==> src/sv/bba_pkg.sv <==
// shared types and constants of the buddy block allocator
package bba_pkg;

  localparam int ORD_W   = 4;
  localparam int MODE_W  = 2;
  localparam int REQ_W   = 16;
  localparam int OFF_W   = 15;
  localparam int STAT_W  = 2;
  localparam int PADDR_W = 3;
  localparam int PDATA_W = 32;

  localparam logic [ORD_W-1:0] POOL_ORDER_RST = 4'd8;

  typedef enum logic [MODE_W-1:0] {
    MODE_ALLOC = 2'd0,
    MODE_FREE  = 2'd1,
    MODE_RESET = 2'd2,
    MODE_NONE  = 2'd3
  } mode_e;

  typedef enum logic [STAT_W-1:0] {
    ST_OK      = 2'd0,
    ST_NOSPACE = 2'd1,
    ST_BADREQ  = 2'd2,
    ST_BADOFF  = 2'd3
  } status_e;

  typedef enum logic [9:0] {
    S_INIT  = 10'b00_0000_0001,
    S_IDLE  = 10'b00_0000_0010,
    S_SCAN  = 10'b00_0000_0100,
    S_SHIFT = 10'b00_0000_1000,
    S_SPLIT = 10'b00_0001_0000,
    S_MARK  = 10'b00_0010_0000,
    S_FWR   = 10'b00_0100_0000,
    S_MRD   = 10'b00_1000_0000,
    S_MCHK  = 10'b01_0000_0000,
    S_DONE  = 10'b10_0000_0000
  } state_e;

  typedef struct packed {
    logic init;
    logic accept;
    logic scan;
    logic shift;
    logic split;
    logic mark;
    logic fwr;
    logic mrd;
    logic mchk;
    logic load;
  } cmd_t;

  typedef struct packed {
    logic imm;
    logic scan_end;
    logic scan_hit;
    logic is_free;
    logic go_shift;
    logic shift_end;
    logic split_end;
    logic merge_stop;
    logic merge_ok;
  } sts_t;

endpackage

==> src/sv/bba_ctrl.sv <==
// sequencer of the allocator: one transaction at a time
module bba_ctrl import bba_pkg::*; (
  input  logic clk_i,
  input  logic rst_ni,
  input  logic in_valid_i,
  output logic in_ready_o,
  output logic out_valid_o,
  input  logic out_ready_i,
  input  sts_t sts_i,
  output cmd_t cmd_o
);
  state_e state_q, state_d;
  logic   out_valid_q, out_valid_d;
  logic   load;

  assign in_ready_o  = (state_q == S_IDLE);
  assign out_valid_o = out_valid_q;
  assign load        = (state_q == S_DONE) && (!out_valid_q || out_ready_i);

  always_comb begin
    cmd_o        = '0;
    cmd_o.init   = (state_q == S_INIT);
    cmd_o.accept = (state_q == S_IDLE) && in_valid_i;
    cmd_o.scan   = (state_q == S_SCAN);
    cmd_o.shift  = (state_q == S_SHIFT);
    cmd_o.split  = (state_q == S_SPLIT);
    cmd_o.mark   = (state_q == S_MARK);
    cmd_o.fwr    = (state_q == S_FWR);
    cmd_o.mrd    = (state_q == S_MRD);
    cmd_o.mchk   = (state_q == S_MCHK);
    cmd_o.load   = load;
  end

  always_comb begin
    state_d = state_q;
    unique case (state_q)
      S_INIT: state_d = S_IDLE;
      S_IDLE: begin
        if (in_valid_i) state_d = sts_i.imm ? S_DONE : S_SCAN;
      end
      S_SCAN: begin
        if (sts_i.scan_end) begin
          if (sts_i.scan_hit)      state_d = sts_i.is_free ? S_FWR : S_MARK;
          else if (sts_i.go_shift) state_d = S_SHIFT;
          else                     state_d = S_DONE;
        end
      end
      S_SHIFT: begin
        if (sts_i.shift_end) state_d = sts_i.is_free ? S_MRD : S_SPLIT;
      end
      S_SPLIT: begin
        if (sts_i.split_end) state_d = S_DONE;
      end
      S_MARK:  state_d = S_DONE;
      S_FWR:   state_d = S_MRD;
      S_MRD:   state_d = sts_i.merge_stop ? S_DONE : S_MCHK;
      S_MCHK:  state_d = sts_i.merge_ok ? S_SHIFT : S_DONE;
      S_DONE: begin
        if (load) state_d = S_IDLE;
      end
      default: state_d = S_IDLE;
    endcase
  end

  always_comb begin
    out_valid_d = out_valid_q;
    if (load)             out_valid_d = 1'b1;
    else if (out_ready_i) out_valid_d = 1'b0;
  end

  always_ff @(posedge clk_i or negedge rst_ni) begin
    if (!rst_ni) begin
      state_q     <= S_INIT;
      out_valid_q <= 1'b0;
    end else begin
      state_q     <= state_d;
      out_valid_q <= out_valid_d;
    end
  end
endmodule

==> config.mk <==
export PLATFORM = sky130hd
export DESIGN_NAME = bba_ctrl
export DESIGN_NICKNAME = d
export VERILOG_FILES = /design/src/sv/bba_pkg.sv /design/src/sv/bba_ctrl.sv
export SDC_FILE = /design/constraint.sdc
export NUM_CORES = 1
export LEC_CHECK = 0
export BUFFER_PORTS_ARGS = -buffer_cell sky130_fd_sc_hd__buf_4
export CELL_PAD_IN_SITES_DETAIL_PLACEMENT = 1
export CELL_PAD_IN_SITES_GLOBAL_PLACEMENT = 1
export CORE_MARGIN = 10
export CORE_UTILIZATION = 39
export CTS_CLUSTER_SIZE = 10
export DETAILED_ROUTE_END_ITERATION = 12
export HOLD_SLACK_MARGIN = 0.12
export PLACE_DENSITY = 0.83
export RECOVER_POWER = 50
export SLEW_MARGIN = 25
export SYNTH_ARGS = -nofsm -noshare
export SYNTH_HDL_FRONTEND = slang
export SYNTH_SLANG_ARGS = --single-unit
==> constraint.sdc <==
create_clock -name clk_i -period 3.1 [get_ports clk_i]
set_input_delay 0.465 -clock clk_i [delete_from_list [all_inputs] [get_ports clk_i]]
set_output_delay 0.465 -clock clk_i [all_outputs]
set_load 0.005 [all_outputs]
* Word-level counts from Yosys, hierarchy flattened
Index checks and enable logic that the tools add are counted.
Cells by class: eq/ne operators 15, muxes and demuxes 15, reduce and logical (&&, ||, !) cells 6
Operators by type and width (number):
- 2-to-1 mux 10 bit | 10
- case mux 10 bit (9 select lines) | 1
- equality test 10 x 1 -> 1 bit (second input constant) | 1
- equality test 10 bit (second input constant) | 1
- equality test 10 x 2 -> 1 bit (second input constant) | 1
- equality test 10 x 3 -> 1 bit (second input constant) | 1
- equality test 10 x 4 -> 1 bit (second input constant) | 1
- equality test 10 x 5 -> 1 bit (second input constant) | 1
- equality test 10 x 6 -> 1 bit (second input constant) | 1
- equality test 10 x 7 -> 1 bit (second input constant) | 1
- equality test 10 x 8 -> 1 bit (second input constant) | 1
- equality test 10 x 9 -> 1 bit (second input constant) | 1
- != test 2 bit (second input constant) | 5
- 2-to-1 mux 8 bit | 1
- 2-to-1 mux 7 bit | 1
- AND reduction 5 bit | 1
- logical AND 1 bit | 2
- 2-to-1 mux 1 bit | 2
- nonzero test 2 bit | 1
- zero test 1 bit | 1
- logical OR 1 bit | 1
Storage, ports and cells: flip-flop bits (word level) 11, input bits 13

* Depth between registers and ports, before layout
word-level depth 5, gate-level depth with buffers 7, mapped depth without buffers 6

* Least setup slack after synthesis
Ideal clock, no wire load.
kind reg-to-output, start reg state_q[5], end out cmd_o[6] (netlist name), arrival time 1.531 ns, required time 2.635 ns, setup slack 1.104 ns, cell stages (with the launch flop) 6, buffers on the path 1, path through dfrtp_1 buf_6 nor4_4 nand3_2 or3b_4 clkinv_1
RTL lines:
- from (decl) | RTL line bba_ctrl.sv:12 | state_e state_q, state_d;
- from (signal assigned) | RTL line bba_ctrl.sv:76 | state_q <= state_d;
- to (decl) | RTL line bba_ctrl.sv:10 | output cmd_t cmd_o

==> results.txt <==
----------------------------------------------------
[Timing]
  Number of hold violations in the final report ... 0
  Fin worst setup slack ... around 0.53 ns
  Final critical-path share of the clock period ... 0.829
  Least-Margin Pin Slew ... about 0.63 ns
  Final sum of negative setup slack ... 0 ns
  Relative slew slack ... 0.579
  Setup repair after global routing missed its margin ... false
  Max-slew violations ... 0
  Upper clock frequency limit ... between 0.3 and 0.4 GHz
  Crit path time final ... approximately 2.6 ns
  Count of final setup violators ... 0
  Worst clock skew ... between 0.005 and 0.006 ns

[Synth]
  Synthesized area ... 818 µm²
  Top-count cell post-synth ... dfrtp_1
  Syn Nets ... about 100
  Number of synthesized register bits ... 11
  Commonest cells in the synthesized netlist ... dfrtp_1, nor2_1, nor3b_1, inv_1, nand3_1
  Main flop type after synthesis ... dfrtp_1
  Most area-hungry cell type in the Yosys netlist ... dfrtp_1
  Cell count after synthesis ... between 90 and 100
  Count of cell types in the netlist ... 39
  Area contributors post-synth ... dfrtp_1, nor3b_1, nor4_4
  Average cell area after synthesis ... 8.99 µm²
  Top cell type's share of synthesized area ... 0.306
  Async set-reset flop share out of synthesis ... 1.00
  Warning count from the yosys run ... 0
  Post-synth EDFFs ... 0
  Share of the yosys chip area belonging to registers ... 0.338

[Detailed routing]
  DRC violation total after the first TritonRoute iteration ... 17
  Number of vias per cell after detailed routing ... between 5 and 6
  Overall routed net length ... 2530 µm
  Pre-Repair DR Iteration Count ... 4
  Post-detailed-route DRC marker count ... 0
  Post-detailed-route count of antenna-violating nets ... 0
  Via count of the routed design ... a little under 800
  Average detailed-routed wire length per instance ... around 18 µm

[GRT]
  Via count of the first global-routing pass ... 851
  Number of antenna violations at the first check in global routing ... 0
  Final global-route overflow total ... 0
  GR Util All Layers ... 0.123
  Pin count of the biggest net entering global routing ... 12
  Global-route wire length before repair ... 4150 µm

[Placed design]
  IO Port Bufs ... 24
  Half-perimeter wire length after detailed placement ... about 2100 µm
  Number of cells after detailed placement ... 137
  Place WS ... approximately 0.83 ns
  Weighted congestion at the end of routability-driven global placement ... ~0.8
  Area after DPL ... ~990 µm²

[CTS]
  Num Clock Sinks ... 11
  Setup bufs post-CTS ... 0
  Number of levels in the clock H-tree ... 1
  Clock transition time at the flip-flop clock pins of the worst setup and hold paths ... roughly 0.070 ns
  Cell at the root of the clock tree ... clkbuf_4
  Clock tree from TritonCTS ... yes
  Largest buffer count on any clock path ... 2
  Clock latency on the worst-skew pair ... 0.28 ns
  Hold Buf Count CTS ... 1
  Post-CTS sizing ... 0
  Clock buffers created by TritonCTS ... 3

[Flow run]
  Number of max-capacitance violations reported ... 0

[Floorplan]
  Die outline area ... 0.00433 mm²
  Std-Cell Core Area ... 0.00198 mm²
  Initial core utilization ... 0.413
  Die boundary width ... ~66 µm
  Height of the die ... ~66 µm
  # rows ... 16
  Boundary pin count ... 25

[Final layout]
  Fill cell total of the finished layout ... about 240
  Final net count ... 129
  Synthesis-to-layout area growth ... 25.1%
  Layout cells sized above 1 ... 0.304
  Post-Layout Cell Count ... roughly 140
  Post-route design area ... just over 0.001 mm²
  Antenna fix cells ... 0

[Setup path]
  Worst Setup End Kind ... output pin
  Worst Path Class, Setup ... register to output pin
  Arr. time, crit path ... roughly 2.1 ns
  Worst flop-to-flop path startpoint ... state_q[5]
  Highest fanout seen on the critical path ... 10
  Count of cells along the worst register-to-register path ... 5
  Launching element type of the critical path ... register
  Capture instance of the worst register-to-register path ... state_q[9]
  Critical Path RT ... 2.63 ns
  Slack of the worst reg-to-reg path ... between 0.9 and 1 ns

[Pwr]
  Standby leakage power ... approximately 0.45 nW
  Largest voltage drop on the vdd net ... 0.000204 V
  Power per cell area ... roughly 340 mW/mm²

[Min path]
  Worst Hold Class ... input pin to register
  Number of cells traversed by the worst hold path ... 2
  WHS Endpoint ... state_q[8]
  Worst hold path startpoint ... sts_i[1]

[Outcome]
  Outcome ... finished clean

----------------------------------------------------
==> cell type report <==
cell class,instances,area (µm²),share of cell area
multi-input cells,67,474,0.463
well taps,27,33.8,0.0330
repair buffers,25,183,0.178
flip-flops and latches,11,277,0.270
clock buffers,4,26.3,0.0257
inverters,8,30.0,0.0293
==> state kept, by name (all words and copies together) (netlist names) <==
signal	cells
out_valid_o	1
state_q	10
==> critical path, cell delays in order, from the launching register on <==
cell and delay (ns):
dfrtp_1 0.48, nor4_4 0.61, nand3_2 0.15, or3b_4 0.41, clkinv_1 0.07, buf_4 0.10
==> worst max-delay path by stage <==
| stage | from | endpoint | slack, ns | depth (start not counted) |
|---|---|---|---|---|
| after CTS | state_q[5] | cmd_o[7] | 0.52 | 4 |
| after floorplan | state_q[5] | cmd_o[6] | 1.10 | 5 |
| after global routing | state_q[5] | cmd_o[7] | 0.37 | 4 |
| final | state_q[5] | cmd_o[6] | 0.53 | 5 |
| after global placement | state_q[5] | cmd_o[6] | 0.93 | 5 |
| after detailed placement | state_q[5] | cmd_o[7] | 0.83 | 4 |
==> through the flow <==
stage / hold WS (ns) / total power [mW] / util
final: 0.345 / 0.351 / 0.516
after global routing: 0.339 / 0.373 / 0.516
after CTS: 0.339 / 0.355 / 0.520
after detailed placement: 0.313 / 0.252 / 0.502
after global placement: 0.313 / 0.248 / 0.502
after floorplan: 0.169 / 0.211 / -
==> routing by layer <==
metal  global-route usage  vias up  share of wire
met5                    0        -              0
met4               0.0722        0          0.023
met3               0.0288        5          0.057
met2                0.210       24           0.50
met1                0.136      377           0.42
li1                     -      382              -
==> cells by family after synthesis <==
family                    count (synthesis)  synth area share
and+or+nand+nor                          45             0.378
AOI/OAI and AO/OA                        17             0.154
other                                     1           0.00458
DFF                                      11             0.338
buffers and inverters                    13            0.0826
xor gates and xnor gates                  4            0.0428
==> report_power, final <==
part           internal [mW]  total [mW]  leakage, nW  switching (mW)
sequential             0.150       0.164        0.146          0.0145
clock                 0.0499       0.101       0.0150          0.0512
combinational         0.0390      0.0855        0.290          0.0465
==> cell usage in the layout, fill, tap and decap left out, types with 2 or more instances in the layout <==
cell type | Yosys | routed
xnor2_1 | 2 | 2
nor3_1 | 3 | 3
nand3_1 | 6 | 6
dfrtp_1 | 10 | 10
nor4_4 | 2 | 2
nand2b_1 | 2 | 2
o22ai_1 | 2 | 2
o21ai_0 | 3 | 3
nor2_1 | 8 | 8
clkbuf_1 | 2 | 3
nor3b_1 | 7 | 7
nand4_1 | 4 | 4
xor2_1 | 2 | 2
nor2b_1 | 3 | 3
o32ai_1 | 2 | 2
clkbuf_4 | 0 | 3
inv_1 | 6 | 6
buf_4 | 1 | 22
o2111ai_1 | 3 | 3
nand2_1 | 2 | 2
No activity file was read; power rests on OpenSTA's default activity.
